File: config.mk
export PLATFORM = sky130hd
export DESIGN_NAME = alarm_table_minute_matcher
export DESIGN_NICKNAME = d
export VERILOG_FILES = /design/src/sv/atm_pkg.sv /design/src/sv/atm_cell.sv /design/src/sv/alarm_table_minute_matcher.sv
export SDC_FILE = /design/constraint.sdc
export NUM_CORES = 2
export LEC_CHECK = 0
export ABC_AREA = 1
export BUFFER_PORTS_ARGS = -buffer_cell sky130_fd_sc_hd__buf_2
export CAP_MARGIN = 20
export CORE_AREA = 5 5 482 389
export DETAILED_ROUTE_END_ITERATION = 8
export DIE_AREA = 0 0 487 394
export GPL_TIMING_DRIVEN = 0
export HOLD_SLACK_MARGIN = 0.03
export MAX_ROUTING_LAYER = met4
export PLACE_DENSITY = 0.72
export SYNTH_ARGS = -nofsm -noshare
export SYNTH_HDL_FRONTEND = slang
export SYNTH_SLANG_ARGS = --single-unit
File: constraint.sdc
create_clock -name clock -period 3.4 [get_ports clock]
set_clock_uncertainty 0.2 [all_clocks]
set_input_delay 0 -clock clock [delete_from_list [all_inputs] [get_ports clock]]
set_output_delay 0 -clock clock [all_outputs]
set_load 0.02 [all_outputs]
File: src/sv/atm_pkg.sv
// Shared types and constants for the alarm table minute matcher.
// No dependencies; imported by atm_cell and the top level.
package atm_pkg;

   localparam int DEFAULT_TABLE_DEPTH = 64;

   typedef enum logic [1:0] {
      OP_ADD    = 2'd0,
      OP_DELETE = 2'd1,
      OP_TICK   = 2'd2
   } opcode_type;

   typedef enum logic [1:0] {
      ST_OK        = 2'd0,
      ST_FULL      = 2'd1,
      ST_BAD_INDEX = 2'd2
   } status_type;

   typedef struct packed {
      logic       en;
      logic [4:0] hour;
      logic [5:0] minute;
      logic       rp;
      logic [2:0] wd;
   } entry_type;

   // broadcast from the top level to every cell
   typedef struct packed {
      logic       add;       // write new_entry at pos
      logic       del;       // shift down from pos
      logic       scan;      // walk looks for a match
      logic [4:0] hour;
      logic [5:0] minute;
      logic [2:0] today_wd;
      entry_type  new_entry;
   } cell_cmd_type;

endpackage

File: src/sv/atm_cell.sv
// One table slot: holds an entry, takes writes and shifts, and processes
// the walking token. Depends on atm_pkg.
module atm_cell
   import atm_pkg::*;
#(
   parameter int POS = 0,
   parameter int CW  = 7,
   parameter int IW  = 6
) (
   input  logic          clock,
   input  logic          reset,
   input  cell_cmd_type  cmd,
   input  logic [CW-1:0] pos,
   input  logic [CW-1:0] count,
   input  entry_type     next_entry,
   output entry_type     entry_out,
   input  logic          tok_in,
   input  logic [CW-1:0] cnt_in,
   input  logic          found_in,
   input  logic [IW-1:0] idx_in,
   output logic          tok_out,
   output logic [CW-1:0] cnt_out,
   output logic          found_out,
   output logic [IW-1:0] idx_out
);

   localparam logic [CW-1:0] MY_POS = CW'(POS);
   localparam logic [IW-1:0] MY_IDX = IW'(POS);

   entry_type     entry_ff;
   logic          tok_ff, found_ff;
   logic [CW-1:0] cnt_ff;
   logic [IW-1:0] idx_ff;
   logic          in_range, wd_ok, hit, applies;

   assign in_range = MY_POS < count;
   assign wd_ok    = !entry_ff.rp || (entry_ff.wd == cmd.today_wd);
   assign hit      = tok_in && cmd.scan && in_range && !found_in && entry_ff.en
                     && entry_ff.hour == cmd.hour && entry_ff.minute == cmd.minute && wd_ok;
   // a one-shot that fires now no longer counts for today
   assign applies  = tok_in && in_range && entry_ff.en && wd_ok && !(hit && !entry_ff.rp);

   always_ff @(posedge clock) begin
      if (cmd.add && pos == MY_POS) begin
         entry_ff <= cmd.new_entry;
      end else if (cmd.del && MY_POS >= pos) begin
         entry_ff <= next_entry;
      end else if (hit && !entry_ff.rp) begin
         entry_ff.en <= 1'b0;
      end
      cnt_ff   <= cnt_in + CW'(applies);
      idx_ff   <= hit ? MY_IDX : idx_in;
      found_ff <= found_in || hit;
      if (reset) begin
         tok_ff <= 1'b0;
      end else begin
         tok_ff <= tok_in;
      end
   end

   assign entry_out = entry_ff;
   assign tok_out   = tok_ff;
   assign cnt_out   = cnt_ff;
   assign found_out = found_ff;
   assign idx_out   = idx_ff;

endmodule

File: src/sv/alarm_table_minute_matcher.sv
// Alarm table with minute matcher: top level, a row of atm_cell slots.
// Depends on atm_pkg and atm_cell.
//
//  channel | ports                                   | direction
//  request | req_valid/req_ready, opcode..entry_index | in
//  result  | rsp_valid/rsp_ready, status..today_total | out
//
// Each request first updates the slots (add, delete shift, tick latch),
// then a token walks the row one slot a cycle, gathering the first
// match and the today count.
// Reset empties the table and clears the last minute seen; no clearing pass.
// A waiting result does not block the next request once it is being taken;
// a new request is refused while a walk is in flight.
module alarm_table_minute_matcher
   import atm_pkg::*;
#(
   parameter int TABLE_DEPTH = DEFAULT_TABLE_DEPTH
) (
   input  logic       clock,
   input  logic       reset,
   input  logic       req_valid,
   output logic       req_ready,
   input  logic [1:0] req_opcode,
   input  logic [4:0] req_hour,
   input  logic [5:0] req_minute,
   input  logic [2:0] req_weekday,
   input  logic       req_repeating,
   input  logic [5:0] req_entry_index,
   output logic       rsp_valid,
   input  logic       rsp_ready,
   output logic [1:0] rsp_status,
   output logic       rsp_fired,
   output logic [5:0] rsp_fired_index,
   output logic [6:0] rsp_entry_total,
   output logic [6:0] rsp_today_total
);

   localparam int CW = $clog2(TABLE_DEPTH + 1);
   localparam int IW = (TABLE_DEPTH > 1) ? $clog2(TABLE_DEPTH) : 1;
   localparam int XW = (CW > 6) ? CW : 6;
   localparam logic [CW-1:0] FULL = CW'(TABLE_DEPTH);

   logic          busy_ff, start_ff, scan_ff, rsp_valid_ff;
   logic [CW-1:0] count_ff;
   logic [6:0]    last_min_ff;
   logic [2:0]    wd_ff;
   logic [4:0]    hour_ff;
   logic [5:0]    min_ff;
   logic [1:0]    status_ff, rsp_status_ff;
   logic          rsp_fired_ff;
   logic [5:0]    rsp_idx_ff;
   logic [6:0]    rsp_total_ff, rsp_today_ff;

   logic          accept, bad_index;
   logic          add_go, del_go;
   logic [CW-1:0] pos;
   cell_cmd_type  cmd;

   entry_type     entries [TABLE_DEPTH];
   logic          tok     [TABLE_DEPTH+1];
   logic [CW-1:0] cnt     [TABLE_DEPTH+1];
   logic          found   [TABLE_DEPTH+1];
   logic [IW-1:0] idx     [TABLE_DEPTH+1];

   assign req_ready = !busy_ff && (!rsp_valid_ff || rsp_ready);
   assign accept    = req_valid && req_ready;
   assign bad_index = XW'(req_entry_index) >= XW'(count_ff);
   assign add_go    = accept && req_opcode == OP_ADD && count_ff != FULL;
   assign del_go    = accept && req_opcode == OP_DELETE && !bad_index;
   assign pos       = (req_opcode == OP_ADD) ? count_ff : CW'(req_entry_index);

   always_comb begin
      cmd                  = '0;
      cmd.add              = add_go;
      cmd.del              = del_go;
      cmd.scan             = scan_ff;
      cmd.hour             = hour_ff;
      cmd.minute           = min_ff;
      cmd.today_wd         = wd_ff;
      cmd.new_entry.en     = 1'b1;
      cmd.new_entry.hour   = req_hour;
      cmd.new_entry.minute = req_minute;
      cmd.new_entry.rp     = req_repeating;
      cmd.new_entry.wd     = req_weekday;
   end

   assign tok[0]   = start_ff;
   assign cnt[0]   = '0;
   assign found[0] = 1'b0;
   assign idx[0]   = '0;

   for (genvar i = 0; i < TABLE_DEPTH; i++) begin : g_cell
      entry_type nxt;
      if (i == TABLE_DEPTH - 1) begin : g_last
         assign nxt = entries[i];
      end else begin : g_mid
         assign nxt = entries[i+1];
      end
      atm_cell #(.POS(i), .CW(CW), .IW(IW)) u_cell (
         .clock, .reset, .cmd, .pos, .count(count_ff),
         .next_entry(nxt), .entry_out(entries[i]),
         .tok_in(tok[i]), .cnt_in(cnt[i]), .found_in(found[i]), .idx_in(idx[i]),
         .tok_out(tok[i+1]), .cnt_out(cnt[i+1]), .found_out(found[i+1]),
         .idx_out(idx[i+1])
      );
   end

   always_ff @(posedge clock) begin
      start_ff <= accept;
      if (accept) begin
         status_ff <= ST_OK;
         scan_ff   <= 1'b0;
         hour_ff   <= req_hour;
         min_ff    <= req_minute;
         case (req_opcode)
            OP_ADD: begin
               if (count_ff == FULL) status_ff <= ST_FULL;
               else count_ff <= count_ff + 1'b1;
            end
            OP_DELETE: begin
               if (bad_index) status_ff <= ST_BAD_INDEX;
               else count_ff <= count_ff - 1'b1;
            end
            OP_TICK: begin
               wd_ff <= req_weekday;
               if ({1'b0, req_minute} != last_min_ff) begin
                  scan_ff     <= 1'b1;
                  last_min_ff <= {1'b0, req_minute};
               end
            end
            default: ;
         endcase
      end
      if (accept) begin
         busy_ff <= 1'b1;
      end else if (tok[TABLE_DEPTH]) begin
         busy_ff <= 1'b0;
      end
      if (tok[TABLE_DEPTH]) begin
         rsp_valid_ff  <= 1'b1;
         rsp_status_ff <= status_ff;
         rsp_fired_ff  <= found[TABLE_DEPTH];
         rsp_idx_ff    <= found[TABLE_DEPTH] ? 6'(idx[TABLE_DEPTH]) : 6'd0;
         rsp_total_ff  <= 7'(count_ff);
         rsp_today_ff  <= 7'(cnt[TABLE_DEPTH]);
      end else if (rsp_ready) begin
         rsp_valid_ff <= 1'b0;
      end
      if (reset) begin
         busy_ff      <= 1'b0;
         start_ff     <= 1'b0;
         rsp_valid_ff <= 1'b0;
         scan_ff      <= 1'b0;
         count_ff     <= '0;
         last_min_ff  <= 7'd127;
         wd_ff        <= 3'd0;
      end
   end

   assign rsp_valid       = rsp_valid_ff;
   assign rsp_status      = rsp_status_ff;
   assign rsp_fired       = rsp_fired_ff;
   assign rsp_fired_index = rsp_idx_ff;
   assign rsp_entry_total = rsp_total_ff;
   assign rsp_today_total = rsp_today_ff;

endmodule

==> results.toml <==
[run_status]
run_status = "finished, violations left"
violations = "DRC, setup timing"

[drt]
postRouteAntennaNets = 0
dr.pass1.iters = 9
wl_per_cell_um = 32.8
viasPerCell = 6.01
drt_iter0_markers = 13800
drc = 13
via_count = 82100
drt_wl_total_um = 448000

[yosys]
synth_edf_count = 996
synth_top_cell_area_share_pct = 33.0
yosys_warnings = 0
ys_seq_area_share_pct = 54.3
syn_area_mm2 = 0.0906
syn-num-nets = 10600
ys.flop_type = "edfxtp_1"
ys_seq_elements = 1957
synthTopCellsByArea = "edfxtp_1, dfxtp_1, nand2_1, o21ai_0, inv_1"
syn_area_per_cell_um2 = 8.64
yosysUniqueCellTypes = 50
synthArstFlopShare_pct = 0
synth_area_leader_cell = "edfxtp_1"
synth_cells = 10500

[hold_path]
hold_path_startpoint = "req_opcode[1]"
hold_path_class = "input pin to register"

[sta]
fin_hold_ws_ns = 0.0870
fmax_mhz = 288
rsz0062_at_grt = "true"
fin_crit_ns = 3.48
worst_slew_pin_slew_ns = 1.29
timing.slew.headroom_pct = 13.9
slew_violations = 0
finalSetupTns_ns = -1.42
hold_viol = 0
setup_viol = 55
final.period_utilization_pct = 102
setup_ws_ns = -0.0761

[finish]
final_nets = 11100
area_delta_synth_final_pct = 18.6
nFillCells = 16000
drive_above_1_share_pct = 12.7
final-seq-area_mm2 = 0.0492
multi_input_area_mm2 = 0.0370
design_area_mm2 = 0.107

[setup_path]
critical_path_arrival_ns = 4.03
r2r_start = "hour_ff[3]"
reg2reg_to = "g_cell[27].u_cell.cnt_out[6]"
regToRegSetupSlack_ns = -0.08
worstSetupStartpointType = "register"
critPathCaptureType = "register"
reg2reg_depth = 14
critPathLaunch = "hour_ff[3]"
crit_required_ns = 3.95
crit_path_max_fanout = 10
crit_type = "register to register"
crit_end = "g_cell[27].u_cell.cnt_out[6]"

[placement]
port_buffers = 51
globalplace.congestion = 1.11
dp_hpwl_um = 330000
postPlaceCellArea_mm2 = 0.0960

[pwr]
seq_power_share_pct = 47.1
max-vdd-ir-drop_mv = 0.426
power.share.switching_pct = 27.1
power_switching_w = 0.0144
p_leak_nw = 45.8
intPower_w = 0.0387
combPwrFrac_pct = 9.8
powerDensity_mw_per_mm2 = 495
pwr-share-clk_pct = 43.1

[floorplan]
ios = 52
dieWidth_um = 487
rows = 141
coreArea_mm2 = 0.183
fp.dieH_um = 394
initial_core_util_pct = 49.6
die-area_mm2 = 0.192

[clock_tree]
htree_levels = 4
clkSinkCount = 1957
root_buffer = "clkbuf_16"
cts_buffer_depth = 3
path_clk_slew_ns = 0.06
tritoncts = "built"
clock_latency_ns = 0.88
cts_made_buffers = 195

[global_route]
antenna_found_initial = 59
first_global_vias = 73400
overflow = 0
grt_use_total_pct = 46.6
grt_max_degree = 22
grt_pass1_wl_um = 599000

[flow_run]
cap_violations = 0
-- worst max-delay path, cell delays in order, from the launching register on --
cell and delay, ns:
edfxtp_1 0.45, clkinv_4 0.20, clkbuf_16 0.27, buf_8 0.30, buf_8 0.33, o21ai_0 0.17
nor2_1 0.11, nand3_1 0.12, nor2_4 0.23, a21oi_4 0.12, ha_1 0.22, ha_1 0.21
nand3_1 0.13, nor2_1 0.07, xor2_1 0.14
-- cell families (layout without fill, tap and decap cells) --
group,after synthesis,count (layout),synth area share [%]
xor gates and xnor gates,748,748,7.23
other,0,97,0
AOI/OAI and AO/OA,1308,1308,7.47
buffers and inverters,1526,2158,6.64
and+or+nand+nor,4809,4831,22.5
adders and majority gates,134,134,1.85
DFF,1957,1957,54.3
-- metrics by stage --
step	power (W)	setup WS, ns	utilization (%)	instances
2_1_floorplan	0.0272	-0.0758	-	10500
4_1_cts	0.0525	-0.0244	57.9	13500
5_1_grt	0.0539	-0.0377	58.7	13600
3_3_place_gp	0.0296	-3.60	51.4	13000
3_5_place_dp	0.0299	-2.40	52.6	13100
6_report	0.0531	-0.0761	58.8	13700
-- how the worst min path moves through the flow --
stage | endpoint | slack [ns] | cells after the start
after floorplan | g_cell[63].u_cell.entry_out[0] | -0.10 | 0
after global placement | g_cell[63].u_cell.entry_out[0] | 0.09 | 1
after detailed placement | g_cell[63].u_cell.entry_out[0] | 0.1 | 1
after CTS | count_ff[4] | 0.09 | 5
after global routing | count_ff[4] | 0.1 | 5
final | count_ff[4] | 0.09 | 5
-- area by class of cell --
type | instances | share of cell area (%)
Buffer | 467 | 3.32
Inverter | 1042 | 3.73
Tap cell | 2431 | 2.83
Clock buffer | 262 | 5.22
Multi-Input combinational cell | 7021 | 34.4
Sequential cell | 1957 | 45.8
Clock inverter | 105 | 1.04
Timing Repair Buffer | 282 | 3.44
Antenna cell | 97 | 0.226
-- flip-flops by register name (all words and copies together), names as in the netlist, 7 cells and up --
signal and flops:
rsp_today_total 7, g_cell.u_cell.entry_out 1024, g_cell.u_cell.cnt_out 427, g_cell.u_cell.idx_out 321
g_cell.u_cell.found_out 64, rsp_entry_total 7, last_min_ff 7, count_ff 7
g_cell.u_cell.tok_out 64
-- synthesized netlist by cell type, types with 9 or more instances --
master / number
xor2_1: 324
nor3_1: 131
o21ai_1: 258
clkbuf_1: 278
a21boi_0: 33
buf_2: 156
nor2_1: 822
buf_4: 12
edfxtp_1: 996
nand3_2: 28
clkbuf_2: 13
nand3b_1: 34
or2_2: 208
nand4_1: 166
o211ai_1: 12
nor2_4: 12
dfxtp_1: 961
ha_1: 134
nand3_1: 558
nand2_2: 14
nand2_1: 2797
inv_1: 1027
o21bai_1: 19
nor3b_1: 9
o22ai_1: 17
a21oi_1: 124
nor2_2: 10
xnor2_1: 424
o21ai_0: 832
buf_1: 21
-- routing by layer --
layer | part of all wire (%) | vias up | track usage, %
met4 | 7.6 | 0 | 28.4
met5 | 0 | - | -
met1 | 38 | 39100 | 59.9
li1 | - | 35100 | -
met2 | 38 | 6566 | 59.3
met3 | 16 | 1386 | 20.8
-- layout by cell type, fill, tap and decap left out, drive strengths merged, types with 2 or more instances in the layout --
| cell type | n |
|---|---|
| a21oi | 124 |
| o211ai | 12 |
| edfxtp | 996 |
| dfxtp | 961 |
| o31ai | 2 |
| clkbuf | 526 |
| buf | 436 |
| a31oi | 3 |
| o21ai | 1093 |
| nand3 | 587 |
| dlygate4sd3 | 48 |
| nand2 | 2835 |
| nand3b | 34 |
| or2 | 208 |
| inv | 1040 |
| and2 | 6 |
| clkinvlp | 20 |
| nand4 | 167 |
| ha | 134 |
| xnor2 | 424 |
| xor2 | 324 |
| and3 | 2 |
| o22ai | 17 |
| bufinv | 11 |
| nor3b | 9 |
| nor2 | 844 |
| a21boi | 33 |
| o2111ai | 2 |
| diode | 97 |
| o21bai | 19 |
| nor3 | 132 |
| clkinv | 76 |
| nor4 | 5 |
-- what timing repair did --
action,4_1_cts,5_1_grt
buffers inserted,55,29
cloned,6,17
hold endpoints to repair,161,0
gates resized for setup,576,254
endpoints found under the setup margin,2771,1054
hold buffers,49,0
pin swaps,21,27
-- power by group through the flow --
| stage | registers, W | logic, W | clock network (W) |
|---|---|---|---|
| CTS | 0.0250 | 0.00467 | 0.0228 |
| floorplan | 0.0255 | 0.00174 | 0 |
| detailed placement | 0.0255 | 0.00434 | 0 |
| finish | 0.0250 | 0.00519 | 0.0229 |
| global route | 0.0250 | 0.00506 | 0.0238 |
| global placement | 0.0255 | 0.00406 | 0 |
Note: power is estimated with default switching activity, not from simulation.
